===== config.mk =====
export PLATFORM = sky130hd
export DESIGN_NAME = sha256_hash_unit
export DESIGN_NICKNAME = d
export VERILOG_FILES = /design/src/design/sha_pkg.sv /design/src/design/sha256_hash_unit.sv
export SDC_FILE = /design/constraint.sdc
export NUM_CORES = 2
export LEC_CHECK = 0
export BUFFER_PORTS_ARGS = -buffer_cell sky130_fd_sc_hd__buf_2
export CAP_MARGIN = 20
export CORE_MARGIN = 4
export CORE_UTILIZATION = 35
export CTS_CLUSTER_SIZE = 30
export DETAILED_ROUTE_END_ITERATION = 10
export GPL_TIMING_DRIVEN = 0
export PLACE_DENSITY = 0.47
export SLEW_MARGIN = 20
export SYNTH_ARGS = -nofsm -noshare
export SYNTH_HDL_FRONTEND = slang
export SYNTH_SLANG_ARGS = --single-unit

===== constraint.sdc =====
create_clock -name clk -period 30.5 [get_ports clk]
set_clock_uncertainty 0.15 [all_clocks]
set_input_delay 1.525 -clock clk [delete_from_list [all_inputs] [get_ports clk]]
set_output_delay 1.525 -clock clk [all_outputs]
set_load 0.02 [all_outputs]

===== src/design/sha_pkg.sv =====
package sha_pkg;

  // One input item: a message byte and its end-of-message mark.
  typedef struct packed {
    logic [7:0] data_byte;
    logic       has_byte;
    logic       last;
  } msg_item_t;

  // One result item: one word of the digest.
  typedef struct packed {
    logic [31:0] digest_word;
    logic [2:0]  word_index;
    logic        last_word;
  } dig_item_t;

  localparam int unsigned BlockBits = 512;
  localparam int unsigned WordBits  = 32;
  localparam int unsigned ByteBits  = 8;
  localparam int unsigned HashWords = 8;
  localparam int unsigned Rounds    = 64;
  localparam int unsigned CountBits = 61;

  localparam logic [7:0] PadMarker = 8'h80;

  localparam logic [31:0] InitHash [0:HashWords-1] = '{
    32'h6a09e667, 32'hbb67ae85, 32'h3c6ef372, 32'ha54ff53a,
    32'h510e527f, 32'h9b05688c, 32'h1f83d9ab, 32'h5be0cd19
  };

  localparam logic [31:0] RoundK [0:Rounds-1] = '{
    32'h428a2f98, 32'h71374491, 32'hb5c0fbcf, 32'he9b5dba5,
    32'h3956c25b, 32'h59f111f1, 32'h923f82a4, 32'hab1c5ed5,
    32'hd807aa98, 32'h12835b01, 32'h243185be, 32'h550c7dc3,
    32'h72be5d74, 32'h80deb1fe, 32'h9bdc06a7, 32'hc19bf174,
    32'he49b69c1, 32'hefbe4786, 32'h0fc19dc6, 32'h240ca1cc,
    32'h2de92c6f, 32'h4a7484aa, 32'h5cb0a9dc, 32'h76f988da,
    32'h983e5152, 32'ha831c66d, 32'hb00327c8, 32'hbf597fc7,
    32'hc6e00bf3, 32'hd5a79147, 32'h06ca6351, 32'h14292967,
    32'h27b70a85, 32'h2e1b2138, 32'h4d2c6dfc, 32'h53380d13,
    32'h650a7354, 32'h766a0abb, 32'h81c2c92e, 32'h92722c85,
    32'ha2bfe8a1, 32'ha81a664b, 32'hc24b8b70, 32'hc76c51a3,
    32'hd192e819, 32'hd6990624, 32'hf40e3585, 32'h106aa070,
    32'h19a4c116, 32'h1e376c08, 32'h2748774c, 32'h34b0bcb5,
    32'h391c0cb3, 32'h4ed8aa4a, 32'h5b9cca4f, 32'h682e6ff3,
    32'h748f82ee, 32'h78a5636f, 32'h84c87814, 32'h8cc70208,
    32'h90befffa, 32'ha4506ceb, 32'hbef9a3f7, 32'hc67178f2
  };

  function automatic logic [31:0] rotr(input logic [31:0] v, input int unsigned n);
    rotr = (v >> n) | (v << (WordBits - n));
  endfunction

  function automatic logic [31:0] big_sigma0(input logic [31:0] v);
    big_sigma0 = rotr(v, 2) ^ rotr(v, 13) ^ rotr(v, 22);
  endfunction

  function automatic logic [31:0] big_sigma1(input logic [31:0] v);
    big_sigma1 = rotr(v, 6) ^ rotr(v, 11) ^ rotr(v, 25);
  endfunction

  function automatic logic [31:0] small_sigma0(input logic [31:0] v);
    small_sigma0 = rotr(v, 7) ^ rotr(v, 18) ^ (v >> 3);
  endfunction

  function automatic logic [31:0] small_sigma1(input logic [31:0] v);
    small_sigma1 = rotr(v, 17) ^ rotr(v, 19) ^ (v >> 10);
  endfunction

endpackage


===== src/design/sha256_hash_unit.sv =====
// Channel | Dir | Handshake            | Payload
// msg     | in  | msg_valid/msg_stall  | msg_item_t: data_byte, has_byte, last
// dig     | out | dig_valid/dig_stall  | dig_item_t: digest_word, word_index, last_word
//
// Message bytes are taken while the block is idle; a full 64-byte block then holds
// the input while the shared round unit runs the rounds and the fold adds into the chain.
// A last item adds 9..72 pad bytes (one pad byte per cycle on the byte path), one or
// two padding compressions and eight result items.
// Reset is synchronous; an item can be taken at the first edge after reset drops.
// msg_stall is high while a block or a digest is in flight; dig_stall holds a word.
module sha256_hash_unit
  import sha_pkg::*;
(
  input  logic      clk,
  input  logic      rst,
  input  logic      msg_valid,
  output logic      msg_stall,
  input  msg_item_t msg,
  output logic      dig_valid,
  input  logic      dig_stall,
  output dig_item_t dig
);

  typedef enum logic [4:0] {
    S_IDLE  = 5'b00001,
    S_PAD   = 5'b00010,
    S_ROUND = 5'b00100,
    S_ADD   = 5'b01000,
    S_OUT   = 5'b10000
  } state_t;

  state_t state;

  // Block under construction; bytes shift in at the low end, so word 0 of the
  // block sits in the top 32 bits once 64 bytes are in. During the rounds the
  // same register acts as the 16-word schedule window.
  logic [BlockBits-1:0] blk;
  logic [5:0]           byte_in_block;
  logic [CountBits-1:0] message_bytes;
  logic [31:0]          chain_value [0:HashWords-1];
  logic [31:0]          work [0:HashWords-1];
  logic [5:0]           rnd;
  logic [2:0]           out_idx;

  // Padding control: pad_mode marks an ended message still being padded,
  // sent_marker the 0x80 byte, wrap_pend a marker that left no room for the
  // length, finishing the compression of the final block.
  logic pad_mode;
  logic sent_marker;
  logic wrap_pend;
  logic finishing;

  logic                 push;
  logic [7:0]           push_byte;
  logic                 block_full;
  logic                 len_phase;
  logic [63:0]          len_bits;
  logic [7:0]           len_byte;
  logic [7:0]           pad_byte;
  logic                 in_take;

  logic [31:0] w0;
  logic [31:0] w_new;
  logic [31:0] t1;
  logic [31:0] t2;
  logic [31:0] choose;
  logic [31:0] major;

  assign msg_stall = (state != S_IDLE);
  assign in_take   = msg_valid && !msg_stall;

  // Bit length as 64 bits, big-endian; length byte j sits at bits 63-8j.
  assign len_bits  = {message_bytes, 3'b000};
  assign len_byte  = len_bits[{~byte_in_block[2:0], 3'b000} +: 8];
  assign len_phase = sent_marker && !wrap_pend && (byte_in_block[5:3] == 3'b111);

  always_comb begin
    if (!sent_marker) begin
      pad_byte = PadMarker;
    end else if (len_phase) begin
      pad_byte = len_byte;
    end else begin
      pad_byte = 8'h00;
    end
  end

  // Shared byte path: message bytes in idle, pad bytes while padding.
  always_comb begin
    push      = 1'b0;
    push_byte = msg.data_byte;
    unique case (state)
      S_IDLE: begin
        push = in_take && msg.has_byte;
      end
      S_PAD: begin
        push      = 1'b1;
        push_byte = pad_byte;
      end
      default: begin
        push = 1'b0;
      end
    endcase
  end

  assign block_full = push && (byte_in_block == 6'd63);

  // One SHA-256 round per cycle and one new schedule word per cycle.
  assign w0     = blk[BlockBits-1 -: WordBits];
  assign w_new  = small_sigma1(blk[BlockBits-1-14*WordBits -: WordBits])
                + blk[BlockBits-1-9*WordBits -: WordBits]
                + small_sigma0(blk[BlockBits-1-WordBits -: WordBits])
                + w0;
  assign choose = (work[4] & work[5]) ^ (~work[4] & work[6]);
  assign major  = (work[0] & work[1]) ^ (work[0] & work[2]) ^ (work[1] & work[2]);
  assign t1     = work[7] + big_sigma1(work[4]) + choose + RoundK[rnd] + w0;
  assign t2     = big_sigma0(work[0]) + major;

  // Datapath registers.
  always_ff @(posedge clk) begin
    if (push) begin
      blk <= {blk[BlockBits-ByteBits-1:0], push_byte};
    end else if (state == S_ROUND) begin
      blk <= {blk[BlockBits-WordBits-1:0], w_new};
    end
    if (block_full) begin
      for (int i = 0; i < HashWords; i++) begin
        work[i] <= chain_value[i];
      end
    end else if (state == S_ROUND) begin
      work[7] <= work[6];
      work[6] <= work[5];
      work[5] <= work[4];
      work[4] <= work[3] + t1;
      work[3] <= work[2];
      work[2] <= work[1];
      work[1] <= work[0];
      work[0] <= t1 + t2;
    end
  end

  // Sequencer.
  always_ff @(posedge clk) begin
    if (rst) begin
      state         <= S_IDLE;
      byte_in_block <= '0;
      message_bytes <= '0;
      rnd           <= '0;
      out_idx       <= '0;
      pad_mode      <= 1'b0;
      sent_marker   <= 1'b0;
      wrap_pend     <= 1'b0;
      finishing     <= 1'b0;
      for (int i = 0; i < HashWords; i++) begin
        chain_value[i] <= InitHash[i];
      end
    end else begin
      unique case (state)
        S_IDLE: begin
          if (in_take) begin
            if (msg.has_byte) begin
              byte_in_block <= byte_in_block + 6'd1;
              message_bytes <= message_bytes + {{(CountBits-1){1'b0}}, 1'b1};
            end
            if (block_full) begin
              state    <= S_ROUND;
              rnd      <= '0;
              pad_mode <= msg.last;
            end else if (msg.last) begin
              state    <= S_PAD;
              pad_mode <= 1'b1;
            end
          end
        end
        S_PAD: begin
          byte_in_block <= byte_in_block + 6'd1;
          if (!sent_marker) begin
            sent_marker <= 1'b1;
            // Marker in the last eight positions: length goes to a second block.
            if (byte_in_block[5:3] == 3'b111) begin
              wrap_pend <= 1'b1;
            end
          end
          if (block_full) begin
            state     <= S_ROUND;
            rnd       <= '0;
            wrap_pend <= 1'b0;
            finishing <= len_phase;
          end
        end
        S_ROUND: begin
          rnd <= rnd + 6'd1;
          if (rnd == 6'(Rounds - 1)) begin
            state <= S_ADD;
          end
        end
        S_ADD: begin
          for (int i = 0; i < HashWords; i++) begin
            chain_value[i] <= chain_value[i] + work[i];
          end
          if (finishing) begin
            state   <= S_OUT;
            out_idx <= '0;
          end else if (pad_mode) begin
            state <= S_PAD;
          end else begin
            state <= S_IDLE;
          end
        end
        S_OUT: begin
          if (!dig_stall) begin
            if (out_idx == 3'(HashWords - 1)) begin
              // Drop back to the initial hash for the next message.
              state         <= S_IDLE;
              byte_in_block <= '0;
              message_bytes <= '0;
              pad_mode      <= 1'b0;
              sent_marker   <= 1'b0;
              wrap_pend     <= 1'b0;
              finishing     <= 1'b0;
              for (int i = 0; i < HashWords; i++) begin
                chain_value[i] <= InitHash[i];
              end
            end else begin
              out_idx <= out_idx + 3'd1;
            end
          end
        end
        default: begin
          state <= S_IDLE;
        end
      endcase
    end
  end

  // Digest words come straight from the chaining value, which holds in S_OUT.
  assign dig_valid       = (state == S_OUT);
  assign dig.digest_word = chain_value[out_idx];
  assign dig.word_index  = out_idx;
  assign dig.last_word   = (out_idx == 3'(HashWords - 1));

endmodule


---- Word-level counts from Yosys, hierarchy flattened ----
Memories as Yosys holds them, arrays and structs flattened. A register that Yosys moved wholly into a read port is not among the register bits.
Index checks and enable logic that the tools add are counted.
operators by class
  $add $sub $neg .......................... 22
  magnitude comparators ................... 1
  equal/unequal tests ..................... 21
  shift operators ......................... 1
  mux-type cells .......................... 89
  bitwise operators ....................... 53
  reductions and logical operators ........ 22
operators by type and width
  operator                                                          count
  512-bit 2-to-1 mux                                                2
  32-bit 2-to-1 mux                                                 26
  32-bit adder                                                      18
  32-bit XOR                                                        9
  61-bit 2-to-1 mux                                                 4
  32-bit bitwise AND                                                5
  61-bit case mux with 2 select lines                               1
  64-bit by 7-bit indexed part select with 8-bit output             1
  61-bit by 1-bit adder with 61-bit output (second input constant)  1
  5-bit 2-to-1 mux                                                  8
  6-bit 2-to-1 mux                                                  6
  6-bit case mux with 3 select lines                                2
  32-bit inverter                                                   1
  10-bit by 32-bit OR with 32-bit output                            1
  13-bit by 32-bit OR with 32-bit output                            1
  14-bit by 32-bit OR with 32-bit output                            1
  15-bit by 32-bit OR with 32-bit output                            1
  19-bit by 32-bit OR with 32-bit output                            1
  21-bit by 32-bit OR with 32-bit output                            1
  25-bit by 32-bit OR with 32-bit output                            1
  26-bit by 32-bit OR with 32-bit output                            1
  30-bit by 32-bit OR with 32-bit output                            1
  7-bit by 32-bit OR with 32-bit output                             1
  32-bit by 22-bit XOR with 32-bit output                           1
  34 further kinds                                                  114
word-level totals
  flip-flop bits (word level) ............. 597
  memory bits (writable) .................. 512
  bits in read-only memories .............. 2,048
  input bits .............................. 14
  output and inout bits ................... 38
  logic and storage cells ................. 222
  memories ................................ 3
memories
  name             depth  bits a word  rd ports  clocked after memory_dff  write ports  line                     RTL
  (no name shown)  64     32           1         0                         0            sha256_hash_unit.sv:115  assign t1 = work[7] + big_sigma1(work[4]) + choose + RoundK[rnd] + w0;
  chain_value      8      32           9         1                         8            sha256_hash_unit.sv:40   logic [31:0] chain_value [0:HashWords-1];
  work             8      32           8         0                         8            sha256_hash_unit.sv:41   logic [31:0] work [0:HashWords-1];

---- Depth between registers and ports, before layout ----
An unclocked memory read counts as a cell.
  word-level depth ........................ 10
  depth in mapped cells ................... 39
  depth with buffers taken out ............ 36

---- Least setup slack after synthesis ----
Ideal clock, no wire load.
  kind .................................... input to register
  from .................................... input port msg[1] in the netlist's numbering
  to ...................................... register blk[0] (enable)
  setup time .............................. 3,632 ps
  arrival ................................. 10,906 ps
  required time ........................... 26,718 ps
  slack ................................... 15,811 ps
  stages on the path ...................... 7
  buffers on the path ..................... 3
  cell sequence ........................... nand2_1 > nor2_1 > nor2_1 > clkbuf_1 > clkbuf_1 > clkbuf_1 > nand2_1
between the ends
  cells in the longest elaborated chain, start to end .. 3
ends and longest elaborated chain
  what                                 line                     RTL
  start: declaration                   sha256_hash_unit.sv:18   input msg_item_t msg,
  1-bit logical AND                    sha256_hash_unit.sv:93   push = in_take && msg.has_byte;
  1-bit case mux with 2 select lines   sha256_hash_unit.sv:91   unique case (state)
  2-bit nonzero test (no source line)  -
  end signal: assignment               sha256_hash_unit.sv:121  blk <= {blk[BlockBits-ByteBits-1:0], push_byte};
  end signal: assignment               sha256_hash_unit.sv:123  blk <= {blk[BlockBits-WordBits-1:0], w_new};
  end: declaration                     sha256_hash_unit.sv:37   logic [BlockBits-1:0] blk;
Every way passes these cells.
A chain may end at the register's enable or synchronous reset.

==> flow_metrics.py <==
metrics = {
    "drt": {
        "route.detailed.drc": 0,
        "vias": 62800,
        "viasPerCell": 5.50,
        "ant_nets": 0,
        "firstDrtPassIters": 7,
        "wl_per_cell_um": 26.4,
        "drt_iter0_drc": 7129,
        "drt-total-wl_um": 301000,
    },
    "global_routing": {
        "grt_pass1_vias": 59900,
        "antenna_found_initial": 25,
        "grt_usage": 0.265,
        "overflow": 0,
        "grt_pass1_wl_um": 430000,
        "grt_max_degree": 61,
    },
    "worst_hold_path": {
        "hp-class": "reg -> reg",
    },
    "logic_synthesis": {
        "synth_cells": 8238,
        "synthArstFlopShare": 0,
        "synthTopCellsByCount": "nand2_1, edfxtp_1, o21ai_0",
        "synth_seq_area_share": 0.416,
        "yosys.cell_count.top_type": "nand2_1",
        "synth_edf_count": 896,
        "ys_warn_count": 0,
        "synth.avg_cell_area_sq_um": 9.11,
        "synth_nets": 8844,
        "yosys-top-cells-area": "edfxtp_1, nand2_1, ha_1",
        "synthFlopType": "edfxtp_1",
        "synth_top_area_frac": 0.359,
        "syn_area_sq_um": 75000,
        "yosys.area.top_type": "edfxtp_1",
        "ys_ff_latch": 1112,
        "yosysUniqueCellTypes": 94,
    },
    "cells_and_area": {
        "fin_cells": 11400,
        "syn_to_final_growth_pct": 12.3,
        "drive_above_1_share": 0.0577,
        "fin_util": 0.396,
        "fillers": 21700,
        "final_area_sq_um": 84200,
        "nNetsFinal": 9069,
    },
    "power": {
        "p_leak_nw": 34.2,
        "powerDensity_nw_per_um2": 108,
        "irDropWorstVdd_uv": 112,
        "power_mw": 9.11,
    },
    "timing": {
        "final_max_slew_viol_count": 0,
        "tightest_slew_ps": 1260,
        "fin_hold_ws_ps": 337,
        "fin_crit_sh": 0.414,
        "max_freq_ghz": 0.0792,
        "setup_viol_count_final": 0,
        "rsz0062_at_grt": "false",
        "relSlewSlack": 0.158,
        "setup_tns_ps": 0,
        "fin_crit_ps": 12620,
        "hold_violations": 0,
        "postLayoutSetupSlackWorst_ps": 17880,
    },
    "clock_tree": {
        "cts_hold_buf": 0,
        "htree_levels": 4,
        "clk_pin_slew_ps": 60,
        "cts_setup_buffers": 0,
        "ctsResizeCount": 0,
        "cts_made_buffers": 141,
        "cts_tree": "done",
        "cts_max_path_buffers": 3,
        "clock_sinks": 1112,
        "clock_latency_ps": 830,
        "root_buffer": "clkbuf_16",
    },
    "die": {
        "fp-row-count": 169,
        "floorplan.initialDensity": 0.353,
        "fp.dieW_um": 471,
        "core_sq_um": 213000,
        "ios": 52,
        "dieArea_sq_um": 222000,
        "die_h_um": 471,
    },
    "placed_design": {
        "dp.cells": 11100,
        "post-dp-hpwl_um": 237000,
        "dp_slack_ps": 18250,
        "port_buffers": 50,
        "gp_congestion": 0.995,
        "place_area_sq_um": 79600,
    },
    "worst_setup_path": {
        "critPathTopFamily": "compound AO/OA/AOI/OAI gates",
        "start_kind": "flip-flop",
        "critPathKind": "reg -> reg",
        "r2r_slack_ps": 17880,
        "slowest_stage": "clkbuf_1",
        "arrival_ps": 12970,
        "path_buf_inv": 7,
        "crit_path_end_kind": "flip-flop",
        "critPathMaxFanout": 16,
        "cp.required_ps": 30850,
        "cpPeakStageDelay_ps": 880,
    },
    "status": {
        "status": "complete, no violations",
    },
    "flow_run": {
        "cap_violations": 0,
    },
}
cell type report:
cell class                 instances  area [sq um]  area share
tap                             2821          3530      0.0419
timing repair buffer              82           970      0.0115
clock buffer                     196          3960      0.0471
antenna                            2          5.00   0.0000594
multi-input combinational       6234         40500       0.481
sequential                      1112         31200       0.371
buffer                           441          1700      0.0202
inverter                         451          1700      0.0202
clock inverter                    65           629     0.00747
layer usage:
| layer | GRT usage | wire, um |
|---|---|---|
| met2 | 0.377 | 123000 |
| met4 | 0.0728 | 8400 |
| met3 | 0.0522 | 25400 |
| met5 | 0 | 31 |
| met1 | 0.405 | 145000 |
kinds of logic (layout without fill, tap and decap cells):
kind of cell,after synthesis,in the layout,share of synthesized area
adder cells (fa/ha/maj),596,596,0.119
other,0,2,0
multiplexers,167,167,0.0371
buffers and inverters,892,1235,0.0446
AO/OA/AOI/OAI,1567,1567,0.130
flip-flops,1112,1112,0.416
AND/OR/NAND/NOR,3278,3278,0.181
XOR/XNOR,626,626,0.0731
worst register-to-register path: cells and delay by family, from the launching register on:
family / cells / cell delay (ps)
AO/OA/AOI/OAI: 19 / 5820
XOR/XNOR: 2 / 530
flip-flops: 1 / 400
adder cells (fa/ha/maj): 6 / 2570
AND/OR/NAND/NOR: 2 / 360
buffers and inverters: 7 / 2500
path summary, 6_finish.rpt:
kind,startpoint,end,cells after the start
worst max register to register,rnd[0],work[0][31],36
worst max-delay path,rnd[0],work[0][31],36
worst min-delay path,chain_value[5][17],chain_value[5][17],2
worst min register to register,chain_value[5][17],chain_value[5][17],2
cell usage in the layout, fill, tap and decap left out, types with 145 or more instances in the layout:
cell type	n
o21ai_0	457
edfxtp_1	896
inv_1	448
dfxtp_1	216
a21oi_1	430
clkbuf_1	416
clkbuf_16	145
fa_1	195
ha_1	397
a21o_1	201
nor2_1	383
xor2_1	296
xnor2_1	330
nand2_1	2319
registers in the layout, summed over array words and instances (netlist names), 3 cells and up, named ones only:
register	cells
blk	512
chain_value	256
work	256
message_bytes	61
byte_in_block	6
rnd	6
state	5
out_idx	3
where the power goes:
group	switching (mW)	internal, mW
combinational	3.24	1.90
clock	0.740	0.961
sequential	0.150	2.12
total	4.13	4.98
No activity file was read; power rests on OpenSTA's default activity.
